$ cat src/sv/iocsde_pkg.sv
// ----------------------------------------------------------------------------
// iocsde_pkg: shared types and constants for the input channel conditioner
// Register indexes, event codes, sequencer states and the request and
// response structs of the serial divider.
// ----------------------------------------------------------------------------
`default_nettype none

package iocsde_pkg;

  localparam int unsigned DataW   = 32;
  localparam int unsigned ProdW   = 2 * DataW;
  localparam int unsigned CfgIdxW = 3;

  // Configuration register indexes.
  typedef enum logic [CfgIdxW-1:0] {
    REG_NUMERATOR   = 3'd0,
    REG_DENOMINATOR = 3'd1,
    REG_OFFSET      = 3'd2,
    REG_LOCKOUT     = 3'd3,
    REG_KIND        = 3'd4
  } cfg_reg_e;

  // Event codes carried in event_kind.
  typedef enum logic [1:0] {
    EV_CHANGED = 2'd0,
    EV_RISING  = 2'd1,
    EV_FALLING = 2'd2,
    EV_FAULT   = 2'd3
  } event_kind_e;

  // Channel kind register values.
  localparam logic KIND_DIGITAL = 1'b0;

  // Sequencer states.
  typedef enum logic [2:0] {
    S_IDLE,
    S_MUL,
    S_ABS,
    S_DIV,
    S_FIX,
    S_EMIT
  } state_e;

  // Divider request and response.
  typedef struct packed {
    logic             start;
    logic [ProdW-1:0] dividend;
    logic [DataW-1:0] divisor;
  } div_req_t;

  typedef struct packed {
    logic             done;
    logic [ProdW-1:0] quotient;
  } div_rsp_t;

endpackage

`default_nettype wire

$ cat src/sv/iocsde_if.sv
// ----------------------------------------------------------------------------
// iocsde_if: channel interfaces of the input channel conditioner
// Valid/ready channels for readings, events and configuration writes.
// ----------------------------------------------------------------------------
`default_nettype none

// Polled reading channel.
interface iocsde_in_if import iocsde_pkg::*; ();
  logic             valid;
  logic             ready;
  logic [DataW-1:0] raw_sample;
  logic             read_failed;
  logic [DataW-1:0] time_ms;

  modport source (output valid, raw_sample, read_failed, time_ms, input ready);
  modport sink   (input valid, raw_sample, read_failed, time_ms, output ready);
endinterface

// Event channel.
interface iocsde_out_if import iocsde_pkg::*; ();
  logic             valid;
  logic             ready;
  logic [1:0]       event_kind;
  logic [DataW-1:0] sample_value;
  logic             fault_flag;
  logic [DataW-1:0] change_time;

  modport source (output valid, event_kind, sample_value, fault_flag, change_time,
                  input ready);
  modport sink   (input valid, event_kind, sample_value, fault_flag, change_time,
                  output ready);
endinterface

// Configuration write channel.
interface iocsde_cfg_if import iocsde_pkg::*; ();
  logic               valid;
  logic               ready;
  logic [CfgIdxW-1:0] index;
  logic [DataW-1:0]   data;

  modport source (output valid, index, data, input ready);
  modport sink   (input valid, index, data, output ready);
endinterface

`default_nettype wire

$ cat src/sv/io_channel_scale_debounce_edge.sv
// ----------------------------------------------------------------------------
// io_channel_scale_debounce_edge: conditioner for one polled input channel
// Scales each reading, applies change detection and a lockout time, and
// reports changed, rising, falling and fault events.
// ----------------------------------------------------------------------------
// One reading is taken at a time. A good reading goes from its transaction to
// its event through these steps: multiply, take magnitudes, run the serial
// divider (two quotient bits per cycle) until its completion, sign and offset
// the quotient, and decide. A failed read goes straight to the decide step.
// The block is ready again in the cycle after the event is loaded, so it does
// not take a new reading before it is through with the last one. The block
// accepts a new reading once the previous event sits in the output register,
// and it waits in its decide step only while that register is still full.
// Configuration writes are always taken at once and must only be made while
// the block is idle.
`default_nettype none

module io_channel_scale_debounce_edge import iocsde_pkg::*; (
  input  wire logic   clk_i,
  input  wire logic   rst_ni,
  iocsde_cfg_if.sink  cfg_i,
  iocsde_in_if.sink   in_i,
  iocsde_out_if.source out_o
);

  state_e state_q, state_d;

  // Configuration registers.
  logic [DataW-1:0] num_q, den_q, offset_q, lockout_q;
  logic             kind_q;

  // Held channel state.
  logic [DataW-1:0] held_value_q, held_value_d;
  logic             held_fault_q, held_fault_d;
  logic [DataW-1:0] last_change_q, last_change_d;

  // Latched reading and intermediate values.
  logic [DataW-1:0] raw_q, time_q;
  logic             failed_q;
  logic [ProdW-1:0] prod_q;
  logic             neg_q;
  logic [DataW-1:0] value_q;

  // Output register.
  logic             out_valid_q, out_valid_d;
  event_kind_e      out_kind_q;
  logic [DataW-1:0] out_value_q, out_time_q;
  logic             out_fault_q;

  div_req_t div_req;
  div_rsp_t div_rsp;

  logic             in_acc;
  logic             load;
  logic             emit;
  logic             locked;
  logic [DataW-1:0] elapsed;
  logic [DataW-1:0] den_mag;
  logic             den_neg;
  event_kind_e      kind;
  logic [DataW-1:0] quot_signed;

  assign in_acc      = in_i.valid & in_i.ready;
  assign in_i.ready  = (state_q == S_IDLE);
  assign cfg_i.ready = 1'b1;

  // Divisor magnitude; a zero denominator counts as one.
  assign den_neg = den_q[DataW-1];
  always_comb begin
    if (den_q == '0) begin
      den_mag = DataW'(1);
    end else if (den_neg) begin
      den_mag = -den_q;
    end else begin
      den_mag = den_q;
    end
  end

  // Divider request, issued in the magnitude step.
  assign div_req.start    = (state_q == S_ABS);
  assign div_req.dividend = prod_q[ProdW-1] ? -prod_q : prod_q;
  assign div_req.divisor  = den_mag;

  iocsde_div u_div (
    .clk_i  (clk_i),
    .rst_ni (rst_ni),
    .req_i  (div_req),
    .rsp_o  (div_rsp)
  );

  // Signed quotient, low word only.
  assign quot_signed = neg_q ? -div_rsp.quotient[DataW-1:0] : div_rsp.quotient[DataW-1:0];

  // Change, lockout and edge decisions.
  assign elapsed = time_q - last_change_q;
  assign locked  = (lockout_q != '0) && (elapsed < lockout_q);
  assign emit    = failed_q ||
                   (((value_q != held_value_q) || held_fault_q) && !locked);

  always_comb begin
    kind = EV_CHANGED;
    if (failed_q) begin
      kind = EV_FAULT;
    end else if (kind_q == KIND_DIGITAL) begin
      if ((held_value_q == '0) && (value_q != '0)) begin
        kind = EV_RISING;
      end else if ((held_value_q != '0) && (value_q == '0)) begin
        kind = EV_FALLING;
      end
    end
  end

  assign load = (state_q == S_EMIT) && emit && (!out_valid_q || out_o.ready);

  // Sequencer next state and held-state updates.
  always_comb begin
    state_d       = state_q;
    held_value_d  = held_value_q;
    held_fault_d  = held_fault_q;
    last_change_d = last_change_q;
    unique case (state_q)
      S_IDLE: begin
        if (in_acc) begin
          state_d = in_i.read_failed ? S_EMIT : S_MUL;
        end
      end
      S_MUL: state_d = S_ABS;
      S_ABS: state_d = S_DIV;
      S_DIV: begin
        if (div_rsp.done) begin
          state_d = S_FIX;
        end
      end
      S_FIX: state_d = S_EMIT;
      S_EMIT: begin
        if (!emit) begin
          state_d = S_IDLE;
        end else if (load) begin
          state_d = S_IDLE;
          if (failed_q) begin
            held_fault_d = 1'b1;
          end else begin
            held_value_d  = value_q;
            held_fault_d  = 1'b0;
            last_change_d = time_q;
          end
        end
      end
      default: state_d = S_IDLE;
    endcase
  end

  // Output valid tracking.
  always_comb begin
    out_valid_d = out_valid_q;
    if (load) begin
      out_valid_d = 1'b1;
    end else if (out_o.ready) begin
      out_valid_d = 1'b0;
    end
  end

  // Control, configuration and held state registers.
  always_ff @(posedge clk_i or negedge rst_ni) begin
    if (!rst_ni) begin
      state_q       <= S_IDLE;
      out_valid_q   <= 1'b0;
      num_q         <= DataW'(1);
      den_q         <= DataW'(1);
      offset_q      <= '0;
      lockout_q     <= '0;
      kind_q        <= KIND_DIGITAL;
      held_value_q  <= '0;
      held_fault_q  <= 1'b0;
      last_change_q <= '0;
    end else begin
      state_q       <= state_d;
      out_valid_q   <= out_valid_d;
      held_value_q  <= held_value_d;
      held_fault_q  <= held_fault_d;
      last_change_q <= last_change_d;
      if (cfg_i.valid && cfg_i.ready) begin
        unique case (cfg_i.index)
          REG_NUMERATOR:   num_q     <= cfg_i.data;
          REG_DENOMINATOR: den_q     <= cfg_i.data;
          REG_OFFSET:      offset_q  <= cfg_i.data;
          REG_LOCKOUT:     lockout_q <= cfg_i.data;
          REG_KIND:        kind_q    <= cfg_i.data[0];
          default: ;
        endcase
      end
    end
  end

  // Datapath registers.
  always_ff @(posedge clk_i) begin
    if (in_acc) begin
      raw_q    <= in_i.raw_sample;
      failed_q <= in_i.read_failed;
      time_q   <= in_i.time_ms;
    end
    if (state_q == S_MUL) begin
      prod_q <= ProdW'($signed(raw_q) * $signed(num_q));
    end
    if (state_q == S_ABS) begin
      neg_q <= prod_q[ProdW-1] ^ den_neg;
    end
    if (state_q == S_FIX) begin
      value_q <= quot_signed + offset_q;
    end
    if (load) begin
      out_kind_q  <= kind;
      out_value_q <= failed_q ? held_value_q : value_q;
      out_fault_q <= failed_q;
      out_time_q  <= failed_q ? last_change_q : time_q;
    end
  end

  assign out_o.valid        = out_valid_q;
  assign out_o.event_kind   = out_kind_q;
  assign out_o.sample_value = out_value_q;
  assign out_o.fault_flag   = out_fault_q;
  assign out_o.change_time  = out_time_q;

  // The divider only completes while the sequencer waits for it.
  a_div_done_in_div: assert property (@(posedge clk_i) disable iff (!rst_ni)
    div_rsp.done |-> (state_q == S_DIV))
    else $error("divider completed outside its wait state");

  // A fault event leaves the held fault flag set.
  a_fault_sets_flag: assert property (@(posedge clk_i) disable iff (!rst_ni)
    (load && failed_q) |=> (held_fault_q && out_o.fault_flag))
    else $error("fault event did not set the fault flag");

  // A good-read event clears the fault and records its time.
  a_change_records: assert property (@(posedge clk_i) disable iff (!rst_ni)
    (load && !failed_q) |=> (!held_fault_q && (last_change_q == out_o.change_time)))
    else $error("change event did not update held state");

  // No new reading is taken while an event is still being decided.
  a_no_accept_busy: assert property (@(posedge clk_i) disable iff (!rst_ni)
    (state_q == S_EMIT) |-> !in_i.ready)
    else $error("reading accepted during decision");

endmodule

`default_nettype wire

$ cat src/sv/iocsde_div.sv
// ----------------------------------------------------------------------------
// iocsde_div: serial unsigned divider
// Restoring division of a 64-bit magnitude by a 32-bit magnitude, two
// quotient bits per cycle.
// ----------------------------------------------------------------------------
`default_nettype none

module iocsde_div import iocsde_pkg::*; (
  input  wire logic     clk_i,
  input  wire logic     rst_ni,
  input  wire div_req_t req_i,
  output div_rsp_t      rsp_o
);

  localparam int unsigned StepsPerCycle = 2;
  localparam int unsigned Cycles        = ProdW / StepsPerCycle;
  localparam int unsigned CntW          = $clog2(Cycles);

  logic [DataW-1:0] rem_q, rem_d;
  logic [ProdW-1:0] dq_q, dq_d;
  logic [DataW-1:0] den_q;
  logic [CntW-1:0]  cnt_q, cnt_d;
  logic             busy_q, busy_d;
  logic             done_q, done_d;

  // One restoring step: shift in the next dividend bit and try a subtract.
  function automatic logic [DataW+ProdW-1:0] div_step(
    input logic [DataW-1:0] rem,
    input logic [ProdW-1:0] dq,
    input logic [DataW-1:0] den
  );
    logic [DataW:0]   shifted;
    logic [DataW+1:0] diff;
    logic             ge;
    shifted = {rem, dq[ProdW-1]};
    diff    = {1'b0, shifted} - {2'b00, den};
    ge      = ~diff[DataW+1];
    return {(ge ? diff[DataW-1:0] : shifted[DataW-1:0]), dq[ProdW-2:0], ge};
  endfunction

  // Next state of the divider.
  always_comb begin
    logic [DataW+ProdW-1:0] s1;
    logic [DataW+ProdW-1:0] s2;
    rem_d  = rem_q;
    dq_d   = dq_q;
    cnt_d  = cnt_q;
    busy_d = busy_q;
    done_d = 1'b0;
    s1     = div_step(rem_q, dq_q, den_q);
    s2     = div_step(s1[DataW+ProdW-1:ProdW], s1[ProdW-1:0], den_q);
    if (req_i.start) begin
      rem_d  = '0;
      dq_d   = req_i.dividend;
      cnt_d  = '0;
      busy_d = 1'b1;
    end else if (busy_q) begin
      rem_d = s2[DataW+ProdW-1:ProdW];
      dq_d  = s2[ProdW-1:0];
      cnt_d = cnt_q + 1'b1;
      if (cnt_q == CntW'(Cycles - 1)) begin
        busy_d = 1'b0;
        done_d = 1'b1;
      end
    end
  end

  // Control registers.
  always_ff @(posedge clk_i or negedge rst_ni) begin
    if (!rst_ni) begin
      cnt_q  <= '0;
      busy_q <= 1'b0;
      done_q <= 1'b0;
    end else begin
      cnt_q  <= cnt_d;
      busy_q <= busy_d;
      done_q <= done_d;
    end
  end

  // Datapath registers.
  always_ff @(posedge clk_i) begin
    rem_q <= rem_d;
    dq_q  <= dq_d;
    if (req_i.start) begin
      den_q <= req_i.divisor;
    end
  end

  assign rsp_o.done     = done_q;
  assign rsp_o.quotient = dq_q;

endmodule

`default_nettype wire

$ cat src/flat_wrapper.sv
// flat-port wrapper written by rule: the top's interface ports become plain ports
module io_channel_scale_debounce_edge_flat import iocsde_pkg::*;
  (clk_i, rst_ni, cfg_i_valid, cfg_i_index, cfg_i_data, cfg_i_ready, in_i_valid, in_i_raw_sample, in_i_read_failed, in_i_time_ms, in_i_ready, out_o_valid, out_o_event_kind, out_o_sample_value, out_o_fault_flag, out_o_change_time, out_o_ready);
  iocsde_cfg_if cfg_i_i ();
  iocsde_in_if in_i_i ();
  iocsde_out_if out_o_i ();
  input  wire logic clk_i;
  input  wire logic rst_ni;
  input wire logic [$bits(cfg_i_i.valid)-1:0] cfg_i_valid;
  input wire logic [$bits(cfg_i_i.index)-1:0] cfg_i_index;
  input wire logic [$bits(cfg_i_i.data)-1:0] cfg_i_data;
  output wire logic [$bits(cfg_i_i.ready)-1:0] cfg_i_ready;
  input wire logic [$bits(in_i_i.valid)-1:0] in_i_valid;
  input wire logic [$bits(in_i_i.raw_sample)-1:0] in_i_raw_sample;
  input wire logic [$bits(in_i_i.read_failed)-1:0] in_i_read_failed;
  input wire logic [$bits(in_i_i.time_ms)-1:0] in_i_time_ms;
  output wire logic [$bits(in_i_i.ready)-1:0] in_i_ready;
  output wire logic [$bits(out_o_i.valid)-1:0] out_o_valid;
  output wire logic [$bits(out_o_i.event_kind)-1:0] out_o_event_kind;
  output wire logic [$bits(out_o_i.sample_value)-1:0] out_o_sample_value;
  output wire logic [$bits(out_o_i.fault_flag)-1:0] out_o_fault_flag;
  output wire logic [$bits(out_o_i.change_time)-1:0] out_o_change_time;
  input wire logic [$bits(out_o_i.ready)-1:0] out_o_ready;
  assign cfg_i_i.valid = cfg_i_valid;
  assign cfg_i_i.index = cfg_i_index;
  assign cfg_i_i.data = cfg_i_data;
  assign cfg_i_ready = cfg_i_i.ready;
  assign in_i_i.valid = in_i_valid;
  assign in_i_i.raw_sample = in_i_raw_sample;
  assign in_i_i.read_failed = in_i_read_failed;
  assign in_i_i.time_ms = in_i_time_ms;
  assign in_i_ready = in_i_i.ready;
  assign out_o_valid = out_o_i.valid;
  assign out_o_event_kind = out_o_i.event_kind;
  assign out_o_sample_value = out_o_i.sample_value;
  assign out_o_fault_flag = out_o_i.fault_flag;
  assign out_o_change_time = out_o_i.change_time;
  assign out_o_i.ready = out_o_ready;
  io_channel_scale_debounce_edge u_core (.clk_i(clk_i), .rst_ni(rst_ni), .cfg_i(cfg_i_i), .in_i(in_i_i), .out_o(out_o_i));
endmodule
$ cat config.mk
export PLATFORM = sky130hd
export DESIGN_NAME = io_channel_scale_debounce_edge_flat
export DESIGN_NICKNAME = d
export VERILOG_FILES = /design/src/sv/iocsde_pkg.sv /design/src/sv/iocsde_if.sv /design/src/sv/io_channel_scale_debounce_edge.sv /design/src/sv/iocsde_div.sv /design/src/flat_wrapper.sv
export SDC_FILE = /design/constraint.sdc
export NUM_CORES = 2
export LEC_CHECK = 0
export ABC_AREA = 0
export BUFFER_PORTS_ARGS = -buffer_cell sky130_fd_sc_hd__buf_4
export CORE_MARGIN = 2
export CORE_UTILIZATION = 45
export CTS_CLUSTER_SIZE = 14
export DETAILED_ROUTE_END_ITERATION = 10
export SYNTH_ARGS = -nofsm -noshare
export SYNTH_HDL_FRONTEND = slang
export SYNTH_SLANG_ARGS = --single-unit
$ cat constraint.sdc
create_clock -name clk_i -period 15.6 [get_ports clk_i]
set_input_delay 0.78 -clock clk_i [delete_from_list [all_inputs] [get_ports clk_i]]
set_output_delay 0.78 -clock clk_i [all_outputs]
set_load 0.02 [all_outputs]
Yosys cells after proc, flatten, opt, wreduce, memory -nomap -nowiden
Cells that the tools add are included.
{ "word_totals": {"out_inout_bits": 70, "inputBits": 105, "reg_bits": 562, "elab_cells": 114} }
{ "op_classes": {"multipliers": 1, "mux": 29, "reduce_logical": 29, "bitwise": 5, "add_sub_neg": 8, "order_cmp": 1, "eq_ne": 14} }
{ "ops": {"columns": ["op", "count"], "rows": [
  ["two-way mux 64 bit", 3],
  ["two-way mux 32 bit", 5],
  ["zero test 32 bit", 3],
  ["nonzero test 32 bit", 3],
  ["subtractor 33 x 32 -> 34 bit", 2],
  ["multiplier 32 x 32 -> 64 bit", 1],
  ["negator 32 bit", 2],
  ["negator 64 bit", 1],
  ["adder 32 bit", 1],
  ["< comparator 32 bit", 1],
  ["!= test 32 bit", 1],
  ["subtractor 32 bit", 1],
  ["two-way mux 31 bit", 1],
  ["case mux 3 bit (6 select lines)", 1],
  ["two-way mux 3 bit", 5],
  ["equality test 3 x 2 -> 1 bit, second input constant", 4],
  ["two-way mux 5 bit", 2],
  ["AND reduction 2 bit", 5],
  ["equality test 3 bit, second input constant", 3],
  ["two-way mux 1 bit", 9],
  ["equality test 3 x 1 -> 1 bit, second input constant", 2],
  ["logical AND 1 bit", 6],
  ["zero test 3 bit", 2],
  ["two-way mux 2 bit", 3],
  ["12 further kinds", 20]
]} }

Depth between registers and ports, before layout
{ "depth": {"ltp_word": 11, "depth_mapped": 29, "depth_no_buf": 27} }

Modules after synthesis
A second synthesis with hierarchy kept.
{ "unflattened": {"cells_unflattened": 6524, "hier_area_um2": 67076.8} }
{ "modules_own_cells": {"columns": ["module", "seq_area_each_um2", "cells_per_inst", "area_each_um2", "instances"], "rows": [
  ["io_channel_scale_debounce_edge", 11833.8, 5662, 58011.9, 1],
  ["iocsde_div", 3698.5, 862, 9064.9, 1]
]} }

Worst setup path before layout
No wires, ideal clock.
{ "synth_timing": {"kind": "register to register", "start": "reg u_core.raw_q[31]", "end": "reg u_core.prod_q[62], data pin", "slack_ns": 7.418, "period_less_slack_ns": 8.182, "path_buffers": 1, "setup_ns": 0.265, "arrival_time_ns": 7.917, "path_stages_with_launch": 27, "required_time_ns": 15.335, "path_cell_list": "edfxtp_1 > clkbuf_1 > nand2_1 > inv_1 > fa_1 > inv_1 > fa_1 > inv_1 > fa_1 > fa_1 > inv_1 > fa_1 > inv_1 > fa_1 > inv_1 > fa_1 > inv_1 > fa_1 > ha_1 > nand4_1 > nor4_1 > nand3b_1 > o211a_1 > o21ai_0 > a41oi_1 > o21ai_0 > xor2_1"} }
{ "synth_via": {"elab_chain_len": 1} }
{ "synth_lines": {"columns": ["element", "line_no", "text"], "rows": [
  ["start: declaration", "io_channel_scale_debounce_edge.sv:38", "logic [DataW-1:0] raw_q, time_q;"],
  ["start signal: assignment", "io_channel_scale_debounce_edge.sv:198", "raw_q <= in_i.raw_sample;"],
  ["multiplier 32 x 32 -> 64 bit", "io_channel_scale_debounce_edge.sv:203", "prod_q <= ProdW'($signed(raw_q) * $signed(num_q));"],
  ["end signal: assignment", "io_channel_scale_debounce_edge.sv:203", null],
  ["end: declaration", "io_channel_scale_debounce_edge.sv:40", "logic [ProdW-1:0] prod_q;"]
]} }
Every way passes these cells.
A chain may end at the register's enable or synchronous reset.

Final worst setup path
Ends and elaborated chain as after synthesis.

==> results.md <==
- Critical-path maximum fanout: 32
- Final WL: 182 mm
- Post-synth top flop: edfxtp_1
- RD Place Congestion: 0.896
- Clk_lat worst skew: 0.69 ns
- Remaining DRCs: 0
- Synth area leaders: fa_1, edfxtp_1, dfrtp_1, ha_1, inv_1
- Post-synth EDFFs: 325
- Initial Util: 45.2%
- Fin Clk Skew: 0.0526 ns
- Pin count of the biggest net entering global routing: 100
- Worst Setup End Kind: flop
- Distinct cells, synth: 74
- Max Slew Vio Count: 0
- DR vias: 46200
- Status: finished, final reports clean
- Final setup fails: 0
- Root buf cell: clkbuf_16
- Yosys top cell area share: 32.6%
- DP Cell Count: 8405
- Antenna violations before repair: 10
- Worst setup margin: 6.02 ns
- RSZ-0062 raised after global routing: false
- Core footprint: 147000 um^2
- Sink Count: 562
- Crit Reg-Reg Startpoint: u_core.raw_q[31]
- Drt wl/cell: 21.4 um
- CTS tree: built
- DRT Pass-1 Iters: 5
- CP arrival: 9.97 ns
- Yosys top cell by area: fa_1
- FF-to-FF setup slack: 6.02 ns
- Commonest non-fill, non-tap cell in the layout: inv_1
- Post-CTS sizing: 0
- Tmin final: 9.58 ns
- Share of cells above drive strength 1: 10.4%
- I/O pins: 175
- Fin crit share: 61.4%
- CTS H-tree depth: 3
- FILL cells: 13700
- Vias per inst: 5.42
- DRT iter0 DRCs: 2905
- Setup WS pre-CTS: 6.02 ns
- Seq cells post-synth: 562
- Synthesized area per cell: 10.2 um^2
- Sequential element share of the synthesized area: 23.3%
- Syn. warnings: 0
- Mapped Cells: 6517
- GRT Util Overall: 24.7%
- Count of final hold-check violations: 0
- Chip height: 389 um
- Max Cap Violations: 0
- Max-slew headroom: 22.0%
- R2r endpoint: u_core.prod_q[62]
- Die Wd: 389 um
- Final core occ: 48.9%
- Area grow syn2layout: 8.20%
- Clock transition at the registers of the reported paths: 0.06 ns
- ANT nets after route: 0
- Gr ovfl total: 0
- Worst reg2reg path depth: 25
- Slew @ Worst Pin: 1.17 ns
- Synth Net Count: 8054
- Nets: 8084
- WP data required: 15.99 ns
- Max Freq: 104 MHz
- Ys async rst share: 36.5%
- Setup CP Type: reg -> reg
- Hold_buf cts: 0
- Commonest non-fill, non-tap cells in the layout: inv_1, fa_1, nand2_1
- Post-DP HPWL: 136 mm
- Worst setup SP type: flop
- Finished Layout Cells: 8536
- Num rows: 141
- PortBufs: 173
- Hold Crit Class: in -> async
- Setup bufs post-CTS: 0
- Total negative slack: 0 ns
- Total CTS buffers: 70
- Die area: 151000 um^2
- Post-Syn Area: 66700 um^2
- Global-route wire length before repair: 288 mm
- Deepest clock path buffer count: 3
- Vias in the first global route: 49200
[worst max-delay path, stage by stage (launching register included)]
cell	delay (ns)
edfxtp_1	1.10
nand2_1	0.22
inv_1	0.18
fa_1	0.42
inv_1	0.12
fa_1	0.47
inv_1	0.10
fa_1	0.67
fa_1	1.03
inv_1	0.38
fa_1	0.58
inv_1	0.05
fa_1	0.53
inv_1	0.05
fa_1	0.47
inv_1	0.05
fa_1	0.44
ha_1	0.42
nand4_1	0.17
nor4_1	0.40
nand3b_1	0.13
o211a_1	0.26
o21ai_0	0.45
a41oi_1	0.24
o21ai_0	0.24
xor2_1	0.09
[state kept, by name, summed over array words and instances (netlist names), 2 cells and up]
register / flops
u_core.u_div.den_q: 32
u_core.u_div.rem_q: 32
u_core.out_o.event_kind: 2
u_core.held_value_q: 32
u_core.raw_q: 32
u_core.u_div.dq_q: 64
u_core.out_o.change_time: 32
u_core.num_q: 32
u_core.state_q: 3
u_core.offset_q: 32
u_core.time_q: 32
u_core.u_div.cnt_q: 5
u_core.last_change_q: 32
u_core.prod_q: 64
u_core.out_o.sample_value: 32
u_core.den_q: 32
u_core.lockout_q: 32
u_core.value_q: 32
[cell usage after synthesis (8+ instances only)]
library cell  count
o21ai_0         247
nor2b_1          28
inv_1          1117
o211ai_1         14
dfxtp_1          32
a211oi_1         19
o41ai_1          16
fa_1           1086
o31a_1            8
ha_1            346
and2_1          509
nand3_1          47
or3_1            32
o21a_1           43
or2_2            13
xor2_1          125
nand4_1          31
nor4_1           43
a21oi_1         187
mux2_2          285
buf_1            10
a31oi_1          19
nor3_1           40
o21bai_1         21
nor2_1          138
nand2_1         694
o31ai_1          41
a21o_1           87
mux2i_1          33
clkbuf_1        273
nand2b_1         39
and3_1           28
dfrtp_1         203
xnor2_1         205
or4_1            18
edfxtp_1        325
[final cells by class]
class                   instances  area [um^2]  area share, %
diodes                          1         2.50        0.00347
clock buffers                  95         1890           2.62
repair buffers                245         1850           2.56
inverters                    1118         4200           5.82
flip-flops and latches        562        15500           21.6
well taps                    1930         2410           3.35
multi-input cells            4550        45900           63.6
clock inverters                35          364          0.505
[stage by stage]
stage / area (um^2) / hold WS [ns]
2_1_floorplan: 66700 / 0.424
3_3_place_gp: 69900 / 0.496
3_5_place_dp: 69900 / 0.502
4_1_cts: 72100 / 0.0664
5_1_grt: 72100 / 0.125
6_report: 72100 / 0.121
[metal layers]
metal / routed length, um / vias to the layer above / GRT usage [%]
li1: - / 20800 / -
met1: 79300 / 23700 / 33.7
met2: 84600 / 1484 / 40.4
met3: 13300 / 269 / 4.56
met4: 5270 / 0 / 7.06
met5: 0 / - / 0
[how the worst max path moves through the flow]
stage | from | endpoint | cells after the start
floorplan | u_core.raw_q[31] | u_core.prod_q[62] | 26
global placement | u_core.raw_q[31] | u_core.prod_q[62] | 25
detailed placement | u_core.raw_q[31] | u_core.prod_q[62] | 25
CTS | u_core.raw_q[31] | u_core.prod_q[62] | 25
global route | u_core.raw_q[31] | u_core.prod_q[62] | 25
finish | u_core.raw_q[31] | u_core.prod_q[62] | 25
[cell families (layout without fill, tap and decap cells)]
kind of cell    Yosys count  count (layout)  synth area share (%)
mux                     318             318                  5.31
other cells               1               2               0.00563
xor+xnor                330             330                  4.34
fa+ha+maj              1432            1432                  39.1
simple gates           1683            1683                  12.6
compound gates          786             786                  7.36
flops                   562             562                  23.3
buf+inv                1405            1493                  7.93
Power is left out: the tool's default activity adds up to more than one toggle a clock period on the data nets, which glitch-free logic cannot reach.
